$ cat config.mk
export PLATFORM = sky130hd
export DESIGN_NAME = tb2d_blend
export DESIGN_NICKNAME = d
export VERILOG_FILES = /design/src/sv/tb2d_pkg.sv /design/src/sv/tb2d_blend.sv
export SDC_FILE = /design/constraint.sdc
export NUM_CORES = 2
export LEC_CHECK = 0
export BUFFER_PORTS_ARGS = -buffer_cell sky130_fd_sc_hd__buf_2
export CAP_MARGIN = 10
export CORE_MARGIN = 4
export CORE_UTILIZATION = 40
export CTS_CLUSTER_SIZE = 24
export DETAILED_ROUTE_END_ITERATION = 12
export PLACE_DENSITY_LB_ADDON = 0.2
export SETUP_SLACK_MARGIN = 0.1
export SYNTH_ARGS = -nofsm -noshare
export SYNTH_HDL_FRONTEND = slang
export SYNTH_SLANG_ARGS = --single-unit
$ cat constraint.sdc
create_clock -name clk -period 7.5 [get_ports clk]
set_input_delay 0.375 -clock clk [delete_from_list [all_inputs] [get_ports clk]]
set_output_delay 0.375 -clock clk [all_outputs]
set_load 0.03 [all_outputs]
$ cat src/sv/tb2d_pkg.sv
`timescale 1ns / 1ps

package tb2d_pkg;

  // Fixed field widths of the Q16.16 datapath.
  localparam int VAL_W  = 32;
  localparam int FRAC_W = 16;
  localparam int WGT_W  = 17;

  // Weight that selects the upper point entirely.
  localparam logic [WGT_W-1:0] WGT_ONE = 17'h10000;

  // Operation codes of an input beat.
  localparam logic [1:0] OP_WR_COL = 2'd0;
  localparam logic [1:0] OP_WR_ROW = 2'd1;
  localparam logic [1:0] OP_WR_CELL = 2'd2;
  localparam logic [1:0] OP_LOOKUP = 2'd3;

  // Configuration register indexes.
  localparam logic CFG_COL_COUNT = 1'b0;
  localparam logic CFG_ROW_COUNT = 1'b1;

  // Operands of one weight division: (num << 16) / den.
  typedef struct packed {
    logic signed [VAL_W:0] num;
    logic signed [VAL_W:0] den;
  } div_req_t;

  // Operands of one blend: a + (((b - a) * w) >>> 16).
  typedef struct packed {
    logic signed [VAL_W-1:0] a;
    logic signed [VAL_W-1:0] b;
    logic [WGT_W-1:0]        w;
  } blend_req_t;

endpackage

$ cat src/sv/tb2d_blend.sv
`timescale 1ns / 1ps

module tb2d_blend (
  input  logic                                clk,
  input  logic                                rst,
  input  logic                                start,
  input  tb2d_pkg::blend_req_t                req,
  output logic                                done,
  output logic signed [tb2d_pkg::VAL_W-1:0]   res
);

  logic                                 v1;
  logic                                 v2;
  logic signed [tb2d_pkg::VAL_W-1:0]    a1;
  logic signed [tb2d_pkg::VAL_W:0]      d1;
  logic [tb2d_pkg::WGT_W-1:0]           w1;
  logic signed [tb2d_pkg::VAL_W-1:0]    a2;
  logic signed [50:0]                   p2;
  logic signed [50:0]                   q2;

  // Floor shift of the product drops the fraction bits.
  assign q2 = p2 >>> tb2d_pkg::FRAC_W;

  // Difference, product and sum each take one register stage.
  always_ff @(posedge clk) begin
    if (rst) begin
      v1   <= 1'b0;
      v2   <= 1'b0;
      done <= 1'b0;
    end else begin
      v1   <= start;
      v2   <= v1;
      done <= v2;
      a1   <= req.a;
      d1   <= $signed({req.b[tb2d_pkg::VAL_W-1], req.b}) -
              $signed({req.a[tb2d_pkg::VAL_W-1], req.a});
      w1   <= req.w;
      a2   <= a1;
      p2   <= d1 * $signed({1'b0, w1});
      res  <= a2 + q2[tb2d_pkg::VAL_W-1:0];
    end
  end

endmodule

## After elaboration in Yosys (flattened, before gate mapping)

Index checks and enable logic that the tools add are counted.

| word-level totals | value |
|---|---|
| flip-flop bits (word level) | 197 |
| output and inout port bits | 33 |
| input bits | 84 |
| word-level logic and storage cells | 12 |

| cells by class | value |
|---|---|
| add/subtract/negate cells | 2 |
| multiply operators | 1 |

Operators with widths:

| cell | count |
|---|---|
| $mul A33 B18 Y48 | 1 |
| $sub A32 B32 Y33 | 1 |
| $add A32 B32 Y32 | 1 |

## Longest topological paths before layout

| depth | value |
|---|---|
| word-level depth | 1 |
| gate-level depth with buffers | 25 |
| mapped depth without buffers | 24 |

## Worst setup path before layout

OpenSTA, ideal clock, no wires.

| timing | value |
|---|---|
| path type | register to register |
| start point | reg d1[15] (netlist bit) |
| end point | reg p2[47], data pin |
| cell stages (with the launch flop) | 24 |
| setup time | 0.268 ns |
| data arrival time | 5.980 ns |
| path buffers | 1 |
| data required time | 7.232 ns |
| clock period less this slack | 6.248 ns |
| path slack | 1.252 ns |
| cell sequence | edfxtp_1 -> clkbuf_1 -> and2_1 -> fa_1 -> inv_1 -> fa_1 -> inv_1 -> fa_1 -> inv_1 -> fa_1 -> fa_1 -> fa_1 -> inv_1 -> ha_1 -> a21oi_1 -> o21ai_1 -> a211o_1 -> o2111ai_2 -> a21oi_1 -> o21bai_4 -> a31oi_4 -> o211ai_2 -> a2111oi_2 -> nor3b_1 |

| on the way | value |
|---|---|
| word-level cells in the longest chain between the ends | 1 |

Ends and longest elaborated chain:

| element | line | text |
|---|---|---|
| start: declaration | tb2d_blend.sv:15 | `logic signed [tb2d_pkg::VAL_W:0] d1;` |
| start signal: assignment | tb2d_blend.sv:35 | `d1 <= $signed({req.b[tb2d_pkg::VAL_W-1], req.b}) -` |
| $mul A33 B18 Y48 | tb2d_blend.sv:39 | `p2 <= d1 * $signed({1'b0, w1});` |
| end signal: assignment | tb2d_blend.sv:39 |  |
| end: declaration | tb2d_blend.sv:18 | `logic signed [50:0] p2;` |

Every way passes these cells.
A chain may end at the register's enable or synchronous reset.

## Final worst setup path

| timing | value |
|---|---|
| start point | reg w1[3] (netlist bit) |
| end point | reg p2[47], data pin |

| on the way | value |
|---|---|
| word-level cells in the longest chain between the ends | 1 |

Ends and longest elaborated chain:

| element | line | text |
|---|---|---|
| start: declaration | tb2d_blend.sv:16 | `logic [tb2d_pkg::WGT_W-1:0] w1;` |
| start signal: assignment | tb2d_blend.sv:37 | `w1 <= req.w;` |
| $mul A33 B18 Y48 | tb2d_blend.sv:39 |  |

Every way passes these cells.

==> flow_summary.yaml <==
timing:
  setup_tns_ns: 0
  max_freq_ghz: 0.141
  slew_violations: 0
  fin_crit_sh: 0.947
  post-route-min-period_ns: 7.10
  slew_headroom: 0.302
  setup-violations-final: 0
  fin_skew_ns: 0.0331
  final_hold_viol_count: 0
  rsz0062_at_grt: "false"
  tightest_slew_ns: 1.05
cells_and_area:
  utilization: 0.438
  layout_commonest_cell: "inv_1"
  diodes: 0
  fillers: 6492
  final_cell_mix: "inv_1, fa_1, and2_1"
  drive_gt1_frac: 0.0747
  syn_to_final_growth_pct: 8.60
  stdcell_count: 3685
  nets: 3574
floorplan:
  fp.dieW_um: 268
  io_pins: 117
  die_h_um: 268
  die_area_um2: 71800
  core_um2: 67000
  initial_utilization: 0.403
  rows: 95
critical_path:
  crit_path_end: "p2[47]$_DFFE_PN_"
  reg2reg_slack_ns: 0.40
  cp_max_fo: 19
  cp-start-kind: "flip-flop"
  arrival_ns: 7.33
  rr_worst_depth: 22
  cp.required_ns: 7.73
  cp-startpoint: "w1[3]$_DFFE_PN_"
  r2r_start: "w1[3]$_DFFE_PN_"
  timing.rr.end: "p2[47]$_DFFE_PN_"
  endpoint_kind: "flip-flop"
  crit_type: "reg2reg"
detailed_routing:
  routed_wl_mm: 69.3
  drc_errors: 0
  dr.first_iter.drc_count: 960
  drt-pass1-iter-count: 5
  ant_nets: 0
  wl_per_cell_um: 18.8
  drt-vias-per-instance: 4.99
  num_vias: 18384
grt:
  grt_antenna_before_repair: 3
  grt_pass1_vias: 20522
  grt_max_degree: 106
  grt_pass1_wl_mm: 112
  overflow: 0
  grtUsageTotal: 0.203
logic_synthesis:
  syn_nets: 3478
  synth_area_leader_cell: "fa_1"
  synth_edf_count: 178
  syn_area_per_cell_um2: 10.0
  yosys_most_used_dff: "edfxtp_1"
  syn_inst: 2705
  syn_area_um2: 27000
  synth_area_leaders: "fa_1, edfxtp_1, inv_1, ha_1, and2_1"
  async_reset_ff_frac: 0
  ys_warn_count: 0
  synth_cell_types: 64
  synth_top_area_frac: 0.382
  ys_ff_latch: 181
  ys_seq_area_frac: 0.200
min_path:
  holdPathStages: 1
  holdCritPathClass: "in2reg"
placed_design:
  dp_cells: 3653
  hpwl_mm: 56.4
  port_buffers: 116
  gp_congestion: 0.900
clock_network:
  ctsResizeCount: 0
  cts-root-buf: "clkbuf_16"
  cts.path.max_buffers: 2
  cts_inserted_buffers: 17
  cts_num_sinks: 181
  ctsHtreeMaxLevel: 4
  clk_latency_ns: 0.51
  cts_tree: "yes"
  clkTransAtPathRegs_ns: 0.08
outcome:
  outcome: "finished, final reports clean"
job:
  cap_viol_max_count: 0
==> kinds of logic (layout without fill, tap and decap cells) <==
| group | Yosys count | after routing | synth area share |
|---|---|---|---|
| buffers and inverters | 745 | 852 | 0.103 |
| xor gates and xnor gates | 99 | 99 | 0.0321 |
| muxes | 1 | 1 | 0.000416 |
| and+or+nand+nor | 740 | 740 | 0.138 |
| DFF | 181 | 181 | 0.200 |
| AOI/OAI and AO/OA | 250 | 250 | 0.0637 |
| adders and majority gates | 689 | 689 | 0.462 |
==> layer usage <==
layer / up-vias / track usage / wire length [µm]
li1: 8369 / - / -
met1: 9534 / 0.264 / 29700
met2: 389 / 0.357 / 35000
met3: 90 / 0.0270 / 2770
met4: 2 / 0.0588 / 1820
met5: - / 0 / 13
==> worst min-delay path by stage <==
stage | start | to | slack (ns)
2_1_floorplan | a1[0]$_DFFE_PN_ | a2[0]$_DFFE_PN_ | 0.40
3_3_place_gp | a1[24]$_DFFE_PN_ | a2[24]$_DFFE_PN_ | 0.40
3_5_place_dp | a1[21]$_DFFE_PN_ | a2[21]$_DFFE_PN_ | 0.41
4_1_cts | req[6] | w1[6]$_DFFE_PN_ | 0.01
5_1_grt | req[0] | w1[0]$_DFFE_PN_ | 0.02
6_report | req[0] | w1[0]$_DFFE_PN_ | 0.06
==> flip-flops by register name, indices dropped and copies added (netlist names), 17 cells and up <==
| signal | flops |
|---|---|
| a1 | 32 |
| res | 32 |
| a2 | 32 |
| w1 | 17 |
| d1 | 33 |
| p2 | 32 |
==> worst max-delay path, cell delays in order (launching register included) <==
cell and delay, ns:
edfxtp_1 0.70, buf_4 0.33, and2_1 0.17, fa_1 0.53, inv_1 0.05, fa_1 0.50, fa_1 0.52, inv_1 0.05
fa_1 0.48, fa_1 0.49, inv_1 0.05, fa_1 0.48, inv_1 0.04, ha_1 0.35, nor3b_1 0.18, a211o_1 0.33
o2111ai_2 0.36, a21oi_1 0.13, o21bai_4 0.21, a31oi_4 0.29, o211ai_2 0.17, a2111oi_2 0.32, nor3b_1 0.09
==> metrics by stage <==
stage / instance area (µm²) / worst slack (ns) / hold slack, ns
final: 29400 / 0.395 / 0.0579
after global routing: 29400 / 0.121 / 0.0219
after CTS: 29400 / 0.337 / 0.0107
after detailed placement: 28700 / 0.363 / 0.406
after global placement: 28700 / 0.456 / 0.402
after floorplan: 27000 / 1.25 / 0.400
==> layout make-up <==
type                    instances  area [µm²]  area share
clock inverters                12         170     0.00579
inverters                     659        2480      0.0845
multi-input cells            1779       18800       0.642
well taps                     873        1090      0.0372
repair buffers                163         948      0.0323
flip-flops and latches        181        5410       0.184
clock buffers                  18         429      0.0146
==> cells in the mapped netlist, types with 11 or more instances <==
master / count
a21o_1: 40
a21oi_1: 73
and2_1: 303
clkbuf_1: 86
edfxtp_1: 178
fa_1: 516
ha_1: 173
inv_1: 659
nand2_1: 292
nand2b_1: 14
nand3_1: 20
nor2_1: 54
nor2b_1: 17
nor3_1: 11
o21a_1: 17
o21ai_0: 39
xnor2_1: 80
xor2_1: 19
==> timing repair <==
item                       in CTS  in global routing
hold buffers                    1                  0
setup buffers                   0                  1
hold endpoints to repair        1                  0
setup endpoints to repair       0                  1
Power is left out: the tool's default activity adds up to more than one toggle a clock period on the data nets, which glitch-free logic cannot reach.
