## src/sv/tb2d_pkg.sv

```systemverilog
`timescale 1ns / 1ps

package tb2d_pkg;

  // Fixed field widths of the Q16.16 datapath.
  localparam int VAL_W  = 32;
  localparam int FRAC_W = 16;
  localparam int WGT_W  = 17;

  // Weight that selects the upper point entirely.
  localparam logic [WGT_W-1:0] WGT_ONE = 17'h10000;

  // Operation codes of an input beat.
  localparam logic [1:0] OP_WR_COL = 2'd0;
  localparam logic [1:0] OP_WR_ROW = 2'd1;
  localparam logic [1:0] OP_WR_CELL = 2'd2;
  localparam logic [1:0] OP_LOOKUP = 2'd3;

  // Configuration register indexes.
  localparam logic CFG_COL_COUNT = 1'b0;
  localparam logic CFG_ROW_COUNT = 1'b1;

  // Operands of one weight division: (num << 16) / den.
  typedef struct packed {
    logic signed [VAL_W:0] num;
    logic signed [VAL_W:0] den;
  } div_req_t;

  // Operands of one blend: a + (((b - a) * w) >>> 16).
  typedef struct packed {
    logic signed [VAL_W-1:0] a;
    logic signed [VAL_W-1:0] b;
    logic [WGT_W-1:0]        w;
  } blend_req_t;

endpackage

```

## src/sv/tb2d_div.sv

```systemverilog
`timescale 1ns / 1ps

module tb2d_div (
  input  logic                         clk,
  input  logic                         rst,
  input  logic                         start,
  input  tb2d_pkg::div_req_t           req,
  output logic                         done,
  output logic [tb2d_pkg::WGT_W-1:0]   quo
);

  logic                          run;
  logic [3:0]                    cnt;
  logic [tb2d_pkg::VAL_W:0]      rem;
  logic [tb2d_pkg::VAL_W:0]      dmag;
  logic                          num_neg;
  logic                          den_neg;
  logic [tb2d_pkg::VAL_W:0]      num_mag;
  logic [tb2d_pkg::VAL_W:0]      den_mag;
  logic [tb2d_pkg::VAL_W+1:0]    rem_sh;
  logic [tb2d_pkg::VAL_W+1:0]    rem_sub;
  logic                          fits;

  // Magnitudes of the operands; the quotient sign only decides saturation.
  assign num_neg = req.num[tb2d_pkg::VAL_W];
  assign den_neg = req.den[tb2d_pkg::VAL_W];
  assign num_mag = num_neg ? (tb2d_pkg::VAL_W+1)'(-req.num) : (tb2d_pkg::VAL_W+1)'(req.num);
  assign den_mag = den_neg ? (tb2d_pkg::VAL_W+1)'(-req.den) : (tb2d_pkg::VAL_W+1)'(req.den);

  // One restoring step: shift the remainder and try the divisor.
  assign rem_sh  = {rem, 1'b0};
  assign rem_sub = rem_sh - {1'b0, dmag};
  assign fits    = rem_sh >= {1'b0, dmag};

  // Saturating cases finish at once; otherwise sixteen quotient bits follow.
  always_ff @(posedge clk) begin
    if (rst) begin
      run  <= 1'b0;
      done <= 1'b0;
      cnt  <= '0;
    end else begin
      done <= 1'b0;
      if (start) begin
        if (req.den == '0 || req.num == '0 || num_neg != den_neg) begin
          quo  <= '0;
          done <= 1'b1;
        end else if (num_mag >= den_mag) begin
          quo  <= tb2d_pkg::WGT_ONE;
          done <= 1'b1;
        end else begin
          run  <= 1'b1;
          cnt  <= '0;
          rem  <= num_mag;
          dmag <= den_mag;
          quo  <= '0;
        end
      end else if (run) begin
        rem <= fits ? rem_sub[tb2d_pkg::VAL_W:0] : rem_sh[tb2d_pkg::VAL_W:0];
        quo <= {quo[tb2d_pkg::WGT_W-2:0], fits};
        cnt <= cnt + 4'd1;
        if (cnt == 4'd15) begin
          run  <= 1'b0;
          done <= 1'b1;
        end
      end
    end
  end

  // A new division is never started while one is still iterating.
  a_no_overlap: assert property (@(posedge clk) disable iff (rst) start |-> !run)
    else $error("divider started while busy");

endmodule

```

## config.mk

```make
export PLATFORM = sky130hd
export DESIGN_NAME = tb2d_div
export DESIGN_NICKNAME = d
export VERILOG_FILES = /design/src/sv/tb2d_pkg.sv /design/src/sv/tb2d_div.sv
export SDC_FILE = /design/constraint.sdc
export NUM_CORES = 1
export LEC_CHECK = 0
export BUFFER_PORTS_ARGS = -buffer_cell sky130_fd_sc_hd__clkbuf_2
export CAP_MARGIN = 20
export CORE_MARGIN = 1.5
export CORE_UTILIZATION = 54
export DETAILED_ROUTE_END_ITERATION = 16
export PLACE_DENSITY_LB_ADDON = 0.15
export RECOVER_POWER = 50
export SKIP_CTS_REPAIR_TIMING = 1
export SLEW_MARGIN = 15
export SYNTH_ARGS = -nofsm -noshare
export SYNTH_HDL_FRONTEND = slang
export SYNTH_SLANG_ARGS = --single-unit
export TNS_END_PERCENT = 10
```

## constraint.sdc

```tcl
create_clock -name clk -period 5.5 [get_ports clk]
set_input_delay 0.275 -clock clk [delete_from_list [all_inputs] [get_ports clk]]
set_output_delay 0.275 -clock clk [all_outputs]
set_load 0.01 [all_outputs]
```

Word-level counts from Yosys, hierarchy flattened. Index checks and enable logic that the tools add are counted.

Bitwise operators: 3. Reductions and logical operators: 10. Equality and inequality tests: 4. $lt $le $gt $ge: 2. Multiplexer cells: 25. Add/sub/neg operators: 4.

Operator list (count): 2-to-1 mux 33 bit (7); 2-to-1 mux 17 bit (4); zero test 33 bit (2); negator 33 bit (2); greater-or-equal comparator 34 x 33 -> 1 bit (1); greater-or-equal comparator 33 bit (1); subtractor 33 bit (1); 2-to-1 mux 4 bit (4); 2-to-1 mux 1 bit (10); AND reduction 4 bit (2); adder 4 x 1 -> 4 bit (second input constant) (1); equality test 4 bit (second input constant) (1); inequality test 2 bit (second input constant) (2); AND reduction 2 bit (2); NOT 1 bit (3); AND reduction 3 bit (1); logical OR 1 bit (2); nonzero test 2 bit (1); inequality test 1 bit (1).

Output and inout port bits: 18. Flip-flop bits (word level): 89. Logic and storage cells: 54. Input port bits: 69.

Longest topological paths before layout. Gate-level depths: netlist (run 1).

Word-level depth: 6. Gate-level depth with buffers: 18. Mapped depth without buffers: 18.

Worst setup path before layout (run 1). No wires, ideal clock.

Path type: input-to-reg. Start point: input port req[34] (netlist bit). End point: register rem[0] (netlist bit) (enable). Data required time: 5.066 ns. Slack: -0.201 ns. Stages: 14. Arrival time: 5.266 ns. Cell sequence: or2_2 -> or4_1 -> or2_2 -> o41ai_2 -> nand2_1 -> xor2_1 -> ha_1 -> a2111oi_0 -> o21ai_0 -> a221oi_1 -> o22ai_1 -> maj3_2 -> a211o_1 -> a21oi_1.

Cells in the longest elaborated chain, start to end: 5.

Ends and longest elaborated chain: from (decl) (RTL line tb2d_div.sv:7) `input tb2d_pkg::div_req_t req,`; negator 33 bit / zero test 33 bit (equally long branches) (RTL line tb2d_div.sv:27, tb2d_div.sv:44); 2-to-1 mux 33 bit / logical OR 1 bit (equally long branches) (RTL line tb2d_div.sv:27, tb2d_div.sv:44); greater-or-equal comparator 33 bit / logical OR 1 bit (equally long branches) (RTL line tb2d_div.sv:47, tb2d_div.sv:44); inequality test 2 bit (no source line); AND reduction 4 bit (no source line) *; to (signal assigned) (RTL line tb2d_div.sv:53) `rem <= num_mag;`; to (signal assigned) (RTL line tb2d_div.sv:58) `rem <= fits ? rem_sub[tb2d_pkg::VAL_W:0] : rem_sh[tb2d_pkg::VAL_W:0];`; to (decl) (RTL line tb2d_div.sv:14) `logic [tb2d_pkg::VAL_W:0] rem;`.

Mark *: on every way between the ends. The rest lies on a longest branch, timed or not. A chain may end at the register's enable or synchronous reset.

Worst setup path in the final report (run 1).
Start point: input port req[34] (netlist bit). End point: register dmag[12] (netlist bit) (enable).

Cells in the longest elaborated chain, start to end: 5.

Ends and longest elaborated chain: negator 33 bit / zero test 33 bit (equally long branches) (RTL line tb2d_div.sv:27, tb2d_div.sv:44); 2-to-1 mux 33 bit / logical OR 1 bit (equally long branches) (RTL line tb2d_div.sv:27, tb2d_div.sv:44); greater-or-equal comparator 33 bit / logical OR 1 bit (equally long branches) (RTL line tb2d_div.sv:47, tb2d_div.sv:44); NOT 1 bit (no source line); AND reduction 4 bit (no source line) *; to (signal assigned) (RTL line tb2d_div.sv:54) `dmag <= den_mag;`; to (decl) (RTL line tb2d_div.sv:15) `logic [tb2d_pkg::VAL_W:0] dmag;`.

Marks and branches as above.

==> results.json, run 1 <==
{
  "drive_gt1_share_pct": 11.62,
  "power_frac_seq_pct": 40.6,
  "wl_per_cell_microns": 17.25,
  "path_clk_slew_ps": 60,
  "area_delta_synth_final_pct": 11.09,
  "swShare_pct": 31.66,
  "syn_nets": 971,
  "finalWeightedCongestion": 0.8891,
  "synth-main-ff-cell": "edfxtp_1",
  "fin_tns_setup_ps": 0,
  "htree_levels": 3,
  "crit_path_top_delay_cell": "or4_1",
  "drc_errors": 0,
  "port_buffers": 86,
  "hp-start": "rst",
  "pin_count": 87,
  "clock-sinks": 89,
  "comb_power_share_pct": 30.7,
  "grt_pass1_wl_mm": 30.32,
  "grtUsageMet1_pct": 39.50,
  "die_x_microns": 121.4,
  "yosysSeqAreaShare_pct": 34.52,
  "internal-power_mw": 1.374,
  "seq_area_sq_mm": 0.002613,
  "hold_viol": 0,
  "rsz0062_at_grt": "no",
  "multi_input_area_sq_mm": 0.004549,
  "drtPass1Iterations": 4,
  "async_flop_share_pct": 0,
  "ir_drop_mv": 0.1450,
  "clk_latency_ps": 350,
  "synth_edf_count": 83,
  "cp-end-kind": "flip-flop",
  "leakage_nw": 3.584,
  "grtUsageTotal_pct": 26.50,
  "violations": "max-capacitance violations, max-slew violations",
  "setup_ws_ps": 921.6,
  "synth_cell_type_count": 71,
  "ant_nets": 0,
  "relSlewSlack_pct": -45.82,
  "min_period_ps": 4578,
  "synth.cell_area_sq_mm": 0.007567,
  "rows": 43,
  "path_class": "in -> reg",
  "crit_chain": "clkbuf_2, or2_2, or4_1, or2_2, o41ai_2, nand2_1, xor2_1, ha_1, a2111oi_0, o21ai_0, a221oi_1, o22ai_1, maj3_2, a211o_1, nor2_2, buf_4",
  "p_total_mw": 2.011,
  "globalRouteMet2Util_pct": 39.05,
  "min_path_cells": 2,
  "ys_ff_latch": 89,
  "startpoint_type": "input port",
  "slowest_delay_ps": 470,
  "clock.fmax_mhz": 218.4,
  "initial_core_util_pct": 54.94,
  "cts_tree": "built",
  "placed_cells": 1076,
  "die_h_microns": 121.4,
  "hold_end": "run",
  "grt_overflow_total": 0,
  "status": "finished, violations left",
  "fin_nets": 1045,
  "power.density_mw_per_mm2": 239.2,
  "reg2reg_from": "rem[18]",
  "maxCapViolations": 2,
  "antenna_cells": 0,
  "cp.required_ps": 5500,
  "final.setup_skew_ps": 10.66,
  "setup_viol": 0,
  "via_count": 6465,
  "die-area_sq_mm": 0.01473,
  "path_common_cell": "or2_2",
  "drt-initial-drc-count": 485,
  "r2r_end": "rem[20]",
  "met3_usage_pct": 4.370,
  "dp_slack_ps": 521.7,
  "switchingPower_mw": 0.6368,
  "numCtsBuffers": 9,
  "slew_violations": 79,
  "worst-slew-pin-transition_ps": 2187,
  "r2r_cells": 11,
  "wl_mm": 18.84,
  "cp.arrival_ps": 4580,
  "grt_busiest_layer": "met1",
  "n_fill_cell": 1271,
  "final_cells": 1092,
  "reg2reg_setup_slack_ps": 980,
  "vias_per_cell": 5.920,
  "ys_warn_count": 0,
  "cts_root_buf": "clkbuf_16",
  "cts.path.max_buffers": 2,
  "antenna_found_initial": 0,
  "core-area_sq_mm": 0.01377,
  "place_hpwl_mm": 14.99,
  "postSynthAreaPerCell_sq_um": 9.084,
  "period_share_pct": 83.24,
  "hold_class": "in -> reg",
  "grt_max_degree": 47,
  "cp_max_fo": 33,
  "pwr-share-clk_pct": 28.7,
  "synthCells": 833,
  "grt_pass1_vias": 6128
}
-- cells in the final DEF (no fill, tap or decap), drive strengths merged, types with 9 or more instances in the layout --
master,n
inv,80
clkbuf,101
xor2,30
edfxtp,83
nor2b,23
nand2,73
nor4,9
xnor2,55
nand2b,15
a31oi,15
o21ai,46
ha,68
nor2,49
nand3,12
o41ai,12
nor3,15
a21o,32
a21oi,43
or4,10
nand4,13
a211oi,13
o31ai,11
-- how the worst max path moves through the flow --
stage,from,to,slack [ps],cells after the start
detailed placement,req[34],dmag[12],520,16
global placement,req[34],dmag[10],630,16
finish,req[34],dmag[12],920,16
CTS,req[34],dmag[12],910,16
global route,req[34],dmag[9],540,16
floorplan,req[34],dmag[0],60,14
-- sequential cells by signal, indices dropped and copies added (netlist names) --
register and count:
rem 33, cnt 4, dmag 33, run 1
quo 17, done 1
-- final cells by class --
type / count / area share (%)
inverter: 78 / 3.483
timing repair buffer: 92 / 5.313
multi-input combinational: 637 / 54.12
clock inverter: 5 / 0.4465
tap: 180 / 2.679
clock buffer: 11 / 2.887
sequential: 89 / 31.08
-- critical path: cells and delay by family --
| family | cells | cell delay, ps |
|---|---|---|
| xor gates and xnor gates | 1 | 200 |
| AOI/OAI and AO/OA | 6 | 1680 |
| and+or+nand+nor | 5 | 1430 |
| adders and majority gates | 2 | 550 |
| buffers and inverters | 2 | 430 |
-- routing by layer --
| layer | vias up | share of wire [%] | wire [microns] |
|---|---|---|---|
| li1 | 3193 | - | - |
| met1 | 3016 | 49 | 9297 |
| met2 | 238 | 42 | 7825 |
| met3 | 18 | 7.7 | 1442 |
| met4 | 0 | 1.5 | 276 |
| met5 | - | 0 | 0 |
-- per-stage QoR --
step                hold WS (ps)  cell area [sq um]  utilization (%)
floorplan                  373.9               7571                -
global placement           497.4               8168            59.30
detailed placement         505.2               8168            59.30
CTS                        185.7               8448            61.34
global route               236.5               8407            61.04
finish                     231.9               8407            61.04
-- power groups by stage --
stage	combinational, mW	sequential (mW)	clock, mW
2_1_floorplan	0.435	0.828	0
3_3_place_gp	0.596	0.828	0
3_5_place_dp	0.610	0.829	0
4_1_cts	0.614	0.815	0.588
5_1_grt	0.687	0.820	0.611
6_report	0.617	0.816	0.578
-- logic make-up after synthesis --
| family | synth area share, % |
|---|---|
| AOI/OAI and AO/OA | 19.31 |
| xor gates and xnor gates | 9.838 |
| adders and majority gates | 11.66 |
| buffers and inverters | 5.539 |
| DFF | 34.52 |
| muxes | 1.554 |
| and+or+nand+nor | 17.58 |
-- cells in the mapped netlist (all sizes together) (12+ instances only) --
| master | instances | share of area (%) |
|---|---|---|
| nor2 | 49 | 2.4 |
| clkbuf | 22 | 1.1 |
| a31oi | 15 | 1.2 |
| a211oi | 13 | 1.4 |
| a21oi | 43 | 2.8 |
| nand2 | 73 | 3.6 |
| nand2b | 15 | 1.2 |
| edfxtp | 83 | 33 |
| nor2b | 23 | 1.9 |
| o41ai | 12 | 1.6 |
| nand3 | 12 | 0.79 |
| xor2 | 30 | 3.5 |
| nor3 | 15 | 0.99 |
| nand4 | 13 | 1.1 |
| a21o | 32 | 3.2 |
| inv | 77 | 3.8 |
| ha | 68 | 11 |
| o21ai | 46 | 3.0 |
| xnor2 | 55 | 6.4 |
No activity file was read; power rests on OpenSTA's default activity.
==> run 2, diff against run 1 <==
- clock period: 5.5 -> 3.8 ns (I/O delays scaled with it)
==> results.json, run 2 (synthesized netlist as in run 1, its figures left out) <==
{
  "status": "finished, violations left",
  "violations": "negative setup slack",
  "grt_pass1_vias": 6761,
  "internal-power_mw": 2.211,
  "slowest_delay_ps": 540,
  "path_clk_slew_ps": 70,
  "reg2reg_setup_slack_ps": 230,
  "drtPass1Iterations": 5,
  "swShare_pct": 31.44,
  "cp.required_ps": 3860,
  "vias_per_cell": 5.788,
  "power.density_mw_per_mm2": 325.4,
  "final.setup_skew_ps": 9.719,
  "rsz0062_at_grt": "yes",
  "pwr-share-clk_pct": 28.1,
  "layout_commonest_cell": "buf_4",
  "cp-end-kind": "flip-flop",
  "ir_drop_mv": 0.2036,
  "leakage_nw": 4.451,
  "clock.fmax_mhz": 245.3,
  "initial_core_util_pct": 54.94,
  "rows": 43,
  "power_frac_seq_pct": 36.6,
  "cts_tree": "built",
  "grtUsageTotal_pct": 28.71,
  "path_buf_inv": 3,
  "clk_latency_ps": 350,
  "antenna_found_initial": 0,
  "top_regs": "dmag x33, rem x33, quo x17",
  "wl_mm": 21.35,
  "drive_gt1_share_pct": 27.90,
  "numCtsBuffers": 9,
  "p_total_mw": 3.224,
  "startpoint_type": "input port",
  "critPathTopFamily": "compound AO/OA/AOI/OAI gates",
  "cts.path.max_buffers": 2,
  "worst-slew-pin-transition_ps": 981.4,
  "mostFrequentLayoutCells": "buf_4, edfxtp_1, inv_1",
  "hold_class": "in -> reg",
  "min_period_ps": 4077,
  "crit_chain": "buf_6, or4_4, and4b_1, nand3b_1, o31ai_2, xor2_1, ha_1, a2111oi_4, o21ai_1, a221oi_2, o22ai_2, maj3_2, a211o_4, a21oi_4, buf_12, clkbuf_16",
  "ant_nets": 0,
  "clock-sinks": 89,
  "cts_root_buf": "clkbuf_16",
  "period_share_pct": 107.3,
  "comb_power_share_pct": 35.3,
  "fin_tns_setup_ps": -16390,
  "via_count": 7224,
  "drt-initial-drc-count": 687,
  "path_class": "in -> reg",
  "finalWeightedCongestion": 0.9202,
  "antenna_cells": 0,
  "grt_overflow_total": 0,
  "grt_max_degree": 47,
  "n_fill_cell": 1032,
  "die_x_microns": 121.4,
  "port_buffers": 86,
  "maxCapViolations": 0,
  "pin_count": 87,
  "place_hpwl_mm": 16.52,
  "wl_per_cell_microns": 17.11,
  "die-area_sq_mm": 0.01473,
  "switchingPower_mw": 1.014,
  "grt_pass1_wl_mm": 33.69,
  "cp_max_fo": 7,
  "relSlewSlack_pct": 34.58,
  "crit_path_top_delay_cell": "or4_4",
  "core-area_sq_mm": 0.01377,
  "cp.arrival_ps": 4140,
  "hold_viol": 0,
  "setup_ws_ps": -276.6,
  "fin_nets": 1201,
  "htree_levels": 3,
  "drc_errors": 0,
  "slew_violations": 0,
  "die_h_microns": 121.4,
  "setup_viol": 66,
  "area_delta_synth_final_pct": 30.92
}
## run 2: cell count changes in the layout (fill, tap and decap cells not counted), sizes merged
cell	before	now
buf	2	158
clkbuf	101	102
inv	80	79
## run 2: per-layer routing
metal	vias up	share of wire, %	track usage (%)
met2	310	46	44.99
met1	3380	46	42.18
li1	3499	-	-
met3	35	7.1	3.806
met5	-	0	0
met4	0	1.4	6.397
## run 2: stage by stage
stage / hold WS [ps] / util (%) / instance area, sq um / setup WS (ps) / std cells
4_1_cts: 162.6 / 69.71 / 9602 / -304.9 / 1234
5_1_grt: 203.3 / 71.93 / 9907 / -422.6 / 1248
3_3_place_gp: 475.3 / 67.47 / 9293 / -556.3 / 1218
2_1_floorplan: 288.9 / - / 7627 / -600.1 / 833
3_5_place_dp: 497.4 / 67.47 / 9293 / -671.0 / 1218
6_report: 185.5 / 71.93 / 9907 / -276.6 / 1248
## run 2: area by class of cell
class	instances	area, sq um	area share (%)
flip-flops and latches	89	2613	26.37
clock inverters	4	31.28	0.3157
well taps	180	225.2	2.273
inverters	78	292.8	2.955
repair buffers	248	1702	17.18
clock buffers	12	277.8	2.804
multi-input cells	637	4766	48.11
## run 2: path summary, 6_finish.rpt
kind | end | cells past startpoint | start
hold / removal | cnt[0] | 2 | rst
hold reg to reg | cnt[2] | 2 | cnt[2]
setup / recovery | rem[1] | 16 | req[6]
setup reg to reg | rem[20] | 10 | rem[18]
## run 2: power groups by stage
stage	Combinational, mW	Sequential (mW)	Clock (mW)
after global placement	1.02	1.20	0
after CTS	1.06	1.18	0.911
after floorplan	0.643	1.20	0
after detailed placement	1.05	1.20	0
after global routing	1.25	1.19	0.941
final	1.14	1.18	0.906
